`config.mk`:
```
export PLATFORM = sky130hd
export DESIGN_NAME = cirt_cordic_stage
export DESIGN_NICKNAME = d
export VERILOG_FILES = /design/src/rtl/core/cirt_pkg.sv /design/src/rtl/core/cirt_cordic_stage.sv
export SDC_FILE = /design/constraint.sdc
export NUM_CORES = 1
export LEC_CHECK = 0
export ABC_CLOCK_PERIOD_IN_PS = 3700
export BUFFER_PORTS_ARGS = -buffer_cell sky130_fd_sc_hd__buf_4
export CAP_MARGIN = 20
export CORE_MARGIN = 2
export CORE_UTILIZATION = 49
export CTS_CLUSTER_DIAMETER = 40
export CTS_CLUSTER_SIZE = 25
export DETAILED_ROUTE_END_ITERATION = 10
export GPL_TIMING_DRIVEN = 1
export PLACE_DENSITY_LB_ADDON = 0.25
export SLEW_MARGIN = 10
export SYNTH_ARGS = -nofsm -noshare
export SYNTH_HDL_FRONTEND = slang
export SYNTH_SLANG_ARGS = --single-unit
export TNS_END_PERCENT = 50
```
`constraint.sdc`:
```
create_clock -name clk -period 3.7 [get_ports clk]
set_clock_uncertainty 0.1 [all_clocks]
set_input_delay 0.37 -clock clk [delete_from_list [all_inputs] [get_ports clk]]
set_output_delay 0.37 -clock clk [all_outputs]
set_load 0.1 [all_outputs]
```
`src/rtl/core/cirt_pkg.sv`:
```
// Types, constants and tables for the circle-in-rotated-rectangle test
package cirt_pkg;

    localparam int CORDIC_STEPS_DEF = 16;
    localparam int ATAN_ENTRIES     = 24;

    localparam int COORD_W  = 16;
    localparam int HALF_W   = 15;
    localparam int FRAC_W   = 8;
    localparam int XY_W     = 28;
    localparam int Z_W      = 32;
    localparam int GAIN_W   = 31;
    localparam int GAIN_SH  = 30;
    localparam int PROD_W   = XY_W + GAIN_W;

    localparam int IN_TDATA_W  = 80;
    localparam int OUT_TDATA_W = 8;
    localparam int CFG_IDX_W   = 8;
    localparam int CFG_DATA_W  = 16;

    localparam logic [CFG_IDX_W-1:0] CFG_TARGET_X      = 8'd0;
    localparam logic [CFG_IDX_W-1:0] CFG_TARGET_Y      = 8'd1;
    localparam logic [CFG_IDX_W-1:0] CFG_TARGET_RADIUS = 8'd2;

    localparam logic [HALF_W-1:0] RADIUS_RESET = 15'd400;

    localparam logic signed [GAIN_W-1:0] GAIN_Q30 = 31'sd652032874;

    localparam logic [Z_W-1:0] ATAN_TABLE [ATAN_ENTRIES] = '{
        32'd536870912, 32'd316933406, 32'd167458907, 32'd85004756,
        32'd42667331,  32'd21354465,  32'd10679838,  32'd5340245,
        32'd2670163,   32'd1335087,   32'd667544,    32'd333772,
        32'd166886,    32'd83443,     32'd41722,     32'd20861,
        32'd10430,     32'd5215,      32'd2608,      32'd1304,
        32'd652,       32'd326,       32'd163,       32'd81
    };

    typedef struct packed {
        logic                   bypass;
        logic signed [XY_W-1:0] x;
        logic signed [XY_W-1:0] y;
        logic signed [Z_W-1:0]  z;
        logic [HALF_W-1:0]      half_width;
        logic [HALF_W-1:0]      half_height;
    } rot_stage_t;

endpackage

```
`src/rtl/core/cirt_cordic_stage.sv`:
```
// One registered CORDIC micro-rotation with its own valid/ready hold
module cirt_cordic_stage
    import cirt_pkg::*;
#(
    parameter int STEP = 0
)
(
    input  logic       clk,
    input  logic       rst_n,
    input  logic       in_valid,
    output logic       in_ready,
    input  rot_stage_t in_data,
    output logic       out_valid,
    input  logic       out_ready,
    output rot_stage_t out_data
);

    logic                   valid_reg;
    rot_stage_t             data_reg;
    rot_stage_t             data_next;
    logic signed [XY_W-1:0] dx;
    logic signed [XY_W-1:0] dy;
    logic signed [Z_W-1:0]  atan_step;

    assign in_ready  = !valid_reg || out_ready;
    assign out_valid = valid_reg;
    assign out_data  = data_reg;

    assign dx        = in_data.y >>> STEP;
    assign dy        = in_data.x >>> STEP;
    assign atan_step = $signed(ATAN_TABLE[STEP]);

    always_comb
    begin
        data_next = in_data;
        if (!in_data.bypass)
        begin
            if (in_data.z >= 0)
            begin
                data_next.x = in_data.x - dx;
                data_next.y = in_data.y + dy;
                data_next.z = in_data.z - atan_step;
            end
            else
            begin
                data_next.x = in_data.x + dx;
                data_next.y = in_data.y - dy;
                data_next.z = in_data.z + atan_step;
            end
        end
    end

    always_ff @(posedge clk or negedge rst_n)
    begin
        if (!rst_n)
        begin
            valid_reg <= 1'b0;
        end
        else if (in_ready)
        begin
            valid_reg <= in_valid;
        end
    end

    always_ff @(posedge clk)
    begin
        if (in_ready && in_valid)
        begin
            data_reg <= data_next;
        end
    end

endmodule

```
After elaboration in Yosys (flattened, before gate mapping)
Cells that the tools add are included.
{ "classes": {"reduce_logical": 3, "add_sub_neg": 5, "eq_ne": 0, "n_mux": 2, "magnitude_cmp": 1, "n_mul": 0, "div_mod_pow": 0, "bitwise_logic": 0, "n_shift": 0} }
{ "ops": {"columns": ["op", "count"], "rows": [
  ["two-way mux 88 bit", 2],
  ["subtractor 28 bit", 2],
  ["adder 32 x 31 -> 32 bit (second input constant)", 1],
  ["greater-or-equal comparator 32 x 1 -> 1 bit (second input constant)", 1],
  ["subtractor 32 x 31 -> 32 bit (second input constant)", 1],
  ["adder 28 bit", 1],
  ["logical AND 1 bit", 1],
  ["zero test 1 bit", 1],
  ["logical OR 1 bit", 1]
]} }
{ "totals": {"elab_cells": 18, "out_inout_bits": 121, "romBits": 0, "regBits": 120, "n_memories": 0, "in_bits": 123, "latchBits": 0, "ram_bits": 0} }

Logic depth before layout (Yosys ltp)
{ "depth": {"depth_word": 3, "mapped_depth": 14, "ltp_nobuf": 13} }

Worst setup path before layout
Ideal clock, no wire load.
{ "synth_timing": {"kind": "register to register", "from": "reg valid_reg (netlist: out_valid)", "to": "reg data_reg, in the netlist out_data[0], enable pin", "n_path_buf": 0, "stages_incl_launch_ff": 3, "t_arrival_ps": 4514, "required_time_ps": 3109, "setup_time_ps": 491, "slack_ps": -1405, "synth_period_minus_slack_ps": 5105, "cell_sequence": "dfrtp_1 > nand2b_1 > and2_1"} }
{ "synth_via": {"elab_chain_cells": 3} }
{ "synth_lines": {"columns": ["element", "line", "source"], "rows": [
  ["from (decl)", "cirt_cordic_stage.sv:18", "logic valid_reg;"],
  ["from (signal assigned)", "cirt_cordic_stage.sv:61", "valid_reg <= in_valid;"],
  ["zero test 1 bit", "cirt_cordic_stage.sv:25", "assign in_ready = !valid_reg || out_ready;"],
  ["logical OR 1 bit", "cirt_cordic_stage.sv:25", null],
  ["via in_ready", "cirt_cordic_stage.sv:11", "output logic in_ready,"],
  ["logical AND 1 bit", "cirt_cordic_stage.sv:67", "if (in_ready && in_valid)"],
  ["to (signal assigned)", "cirt_cordic_stage.sv:69", "data_reg <= data_next;"],
  ["to (decl)", "cirt_cordic_stage.sv:19", "rot_stage_t data_reg;"]
]} }
The timed path passes the listed nets, and every way through them passes these cells.
A chain may end at the register's enable or synchronous reset.

==> results by group <==
Outcome
  – Status: completed

Power and ir drop
  – Cell internal pwr: roughly 3.2 mW
  – Lkg Pwr: 5.292 nW
  – Clock Power Share: 31.3%
  – Comb pwr share: a little under two fifths
  – Peak supply drop: about 330 uV
  – Total Power: 5.294 mW
  – Pwr dens: 441.7 nW/um2
  – Power share of the sequential group: 31.2%
  – Switching power share of the total: 39.23%
  – P_sw: 2.077 mW

Floorplanning
  – Vert. Die Dim: 141.1 um
  – Starting Density: 49.56%
  – Ports: 244
  – Die area: 19900 um2
  – Die X: 141.1 um
  – Core Area: approximately 19000 um2
  – FP Rows: 50

Clocking
  – Clock Tree Root: clkbuf_16
  – CTS tree: yes
  – H-tree levels: 4
  – Clock Sinks: 120
  – CTS buffer count: 17
  – Max Buffers Root-to-Sink: 2
  – Clock Latency Late Sink: between 0.4 and 0.5 ns
  – Clock-pin slew on the worst setup and hold paths: 0.06 ns
  – Post-CTS repair timing setup buffer count: 0

Logic synthesis
  – Synth top area share: 38.81%
  – Synth Warn #: 0
  – Netlist Area Pre-Place: 9208 um2
  – Yosys top cell by area: edfxtp_1
  – Synth Flop Type: edfxtp_1
  – Syn Area/Cell: 9.532 um2
  – Top post-synthesis cells by area: edfxtp_1 39%, ha_1 12%, a21oi_1 5.1%
  – Syn nets: 1183
  – Unique masters post-synth: 80
  – Part of the Yosys area used for sequential elements: 39.08%
  – Yosys reg bits: 120
  – Post-synth EDFFs: approximately 120
  – Async SR Flop Fraction: 0.8333%
  – Synth Instances: slightly below 1000

Setup path
  – Crit path DAT: 3.50 ns
  – Max FO, Critical Path: 10
  – Setup CP Type: input pin to register
  – R2r setup slk: between 1.5 and 2 ns
  – CP required: around 3.7 ns
  – Startpoint types: input pin
  – Worst setup EP type: register

Place
  – Dpl hpwl: 21630 um
  – Gpl congestion: 0.9802
  – # port buffers: 243

STA
  – Tmin final: 3.463 ns
  – Tcrit/Tclk final: 93.58%
  – Slew HR: 49.56%
  – Final setup violation count: 0
  – Setup_tns: 0 ns
  – Maximum clock frequency: about 290 MHz
  – RSZ-0062 raised after global routing: false
  – Actual slew at the worst max-slew pin: between 0.7 and 0.8 ns
  – Hold Vio Cnt, Final: 0
  – Max Slew Vio Count: 0

Cells and area
  – Commonest non-fill, non-tap cell in the layout: buf_4
  – Finished Core Util: 64.51%
  – Synth-to-Final Area Change: 30.18%
  – Most frequent cells in the layout: 281 x buf_4, 119 x edfxtp_1, 93 x a21oi_1
  – Fin nets: 1435
  – Share of layout cells above drive strength 1: 28.13%

Job
  – Max Cap Viol: 0

Routing
  – First-pass iteration count of the detailed router: 6
  – Routed Antenna Nets: 0
  – Residual DRC count: 0
  – DR WL/cell: 18.99 um
  – DR vias: 8220
  – Initial drt markers: 765
  – Total wire length: approximately 28000 um
  – Post-DR vias/cell: 5.611

Global routing
  – First-pass GRT wire length: 42370 um
  – Number of global-route vias before repair: between 7000 and 8000
  – Total gr overflow: 0
  – Total GRT Usage: 27.45%
  – Pin count of the biggest net entering global routing: 59
  – Initial antenna violation count: 1

Min path
  – Hold Crit Class: input pin to register
## logic make-up after synthesis
| family | synth area share (%) |
|---|---|
| AO/OA/AOI/OAI | 23.14 |
| XOR/XNOR | 4.756 |
| flip-flops | 39.08 |
| AND/OR/NAND/NOR | 11.99 |
| multiplexers | 1.753 |
| buffers and inverters | 6.183 |
| adder cells (fa/ha/maj) | 13.10 |
## final timing paths
kind | start | end | cells after the start
setup / recovery | in_data[65] | out_data[115] | 13
hold / removal | in_data[19] | out_data[19] | 1
setup reg to reg | out_valid | out_data[46] | 3
hold reg to reg | out_valid | out_valid | 2
max in group asynchronous | rst_n | out_valid | 2
min in group asynchronous | rst_n | out_valid | 2
## registers in the layout (all words and copies together), names as in the netlist
| signal | cells |
|---|---|
| out_data | 119 |
| out_valid | 1 |
## cell usage after synthesis, drive strengths merged (9+ instances only)
library cell,count
a211oi,9
a21o,20
a21oi,95
buf,22
clkbuf,28
edfxtp,119
ha,90
inv,89
mux2i,15
nand2,74
nand2b,9
nand4,9
nor2,67
nor2b,12
nor3,19
nor4,14
o211ai,12
o21a,9
o21ai,83
o21bai,28
o31ai,10
xnor2,48
## metrics by stage
| stage | hold WS (ns) | instances | cell area (um2) | setup slack, ns |
|---|---|---|---|---|
| CTS | 0.008631 | 1464 | 11980 | 0.3936 |
| finish | 0.01805 | 1465 | 11990 | 0.2374 |
| global route | 0.008080 | 1465 | 11990 | 0.04725 |
| floorplan | -0.02559 | 966 | 9210 | 0.4932 |
| global placement | 0.04568 | 1432 | 11400 | 0.04921 |
| detailed placement | 0.04859 | 1432 | 11400 | 0.01664 |
## critical path, cell delays in order
cell	delay, ns
buf_4	0.10
inv_1	0.04
ha_1	0.51
nand2_1	0.18
a211oi_1	0.48
nor4_2	0.14
o31ai_2	0.40
a211oi_2	0.18
o21ai_1	0.22
a21o_1	0.23
a2111oi_4	0.10
a2111oi_0	0.43
a221oi_1	0.10
## cell type report
class	instances	area, um2
timing repair buffer	283	2140
clock inverter	14	147.6
fill	1569	6594
clock buffer	17	425.4
sequential	120	3598
multi-input combinational	706	5042
antenna	1	2.502
tap	234	292.8
inverter	90	337.8
## layer usage
| metal | share of wire (%) | track usage [%] | up-vias |
|---|---|---|---|
| li1 | - | - | 3983 |
| met4 | 2.3 | 9.632 | 0 |
| met1 | 42 | 35.16 | 3804 |
| met3 | 7.7 | 5.740 | 41 |
| met5 | 0 | 0 | - |
| met2 | 48 | 46.19 | 392 |
## power groups by stage
stage                     clock, mW  combinational (mW)  sequential, mW
after global routing           1.73                2.10            1.66
after detailed placement          0                1.96            1.68
after floorplan                   0               0.761            2.35
after global placement            0                1.95            1.68
final                          1.66                1.98            1.65
after CTS                      1.68                1.97            1.65
## what timing repair did
action / 4_1_cts / 5_1_grt
endpoints found under the hold margin: 1 / 0
hold buffers: 1 / 0
gates resized for setup: 0 / 0
(Power assumes the default switching activity.)
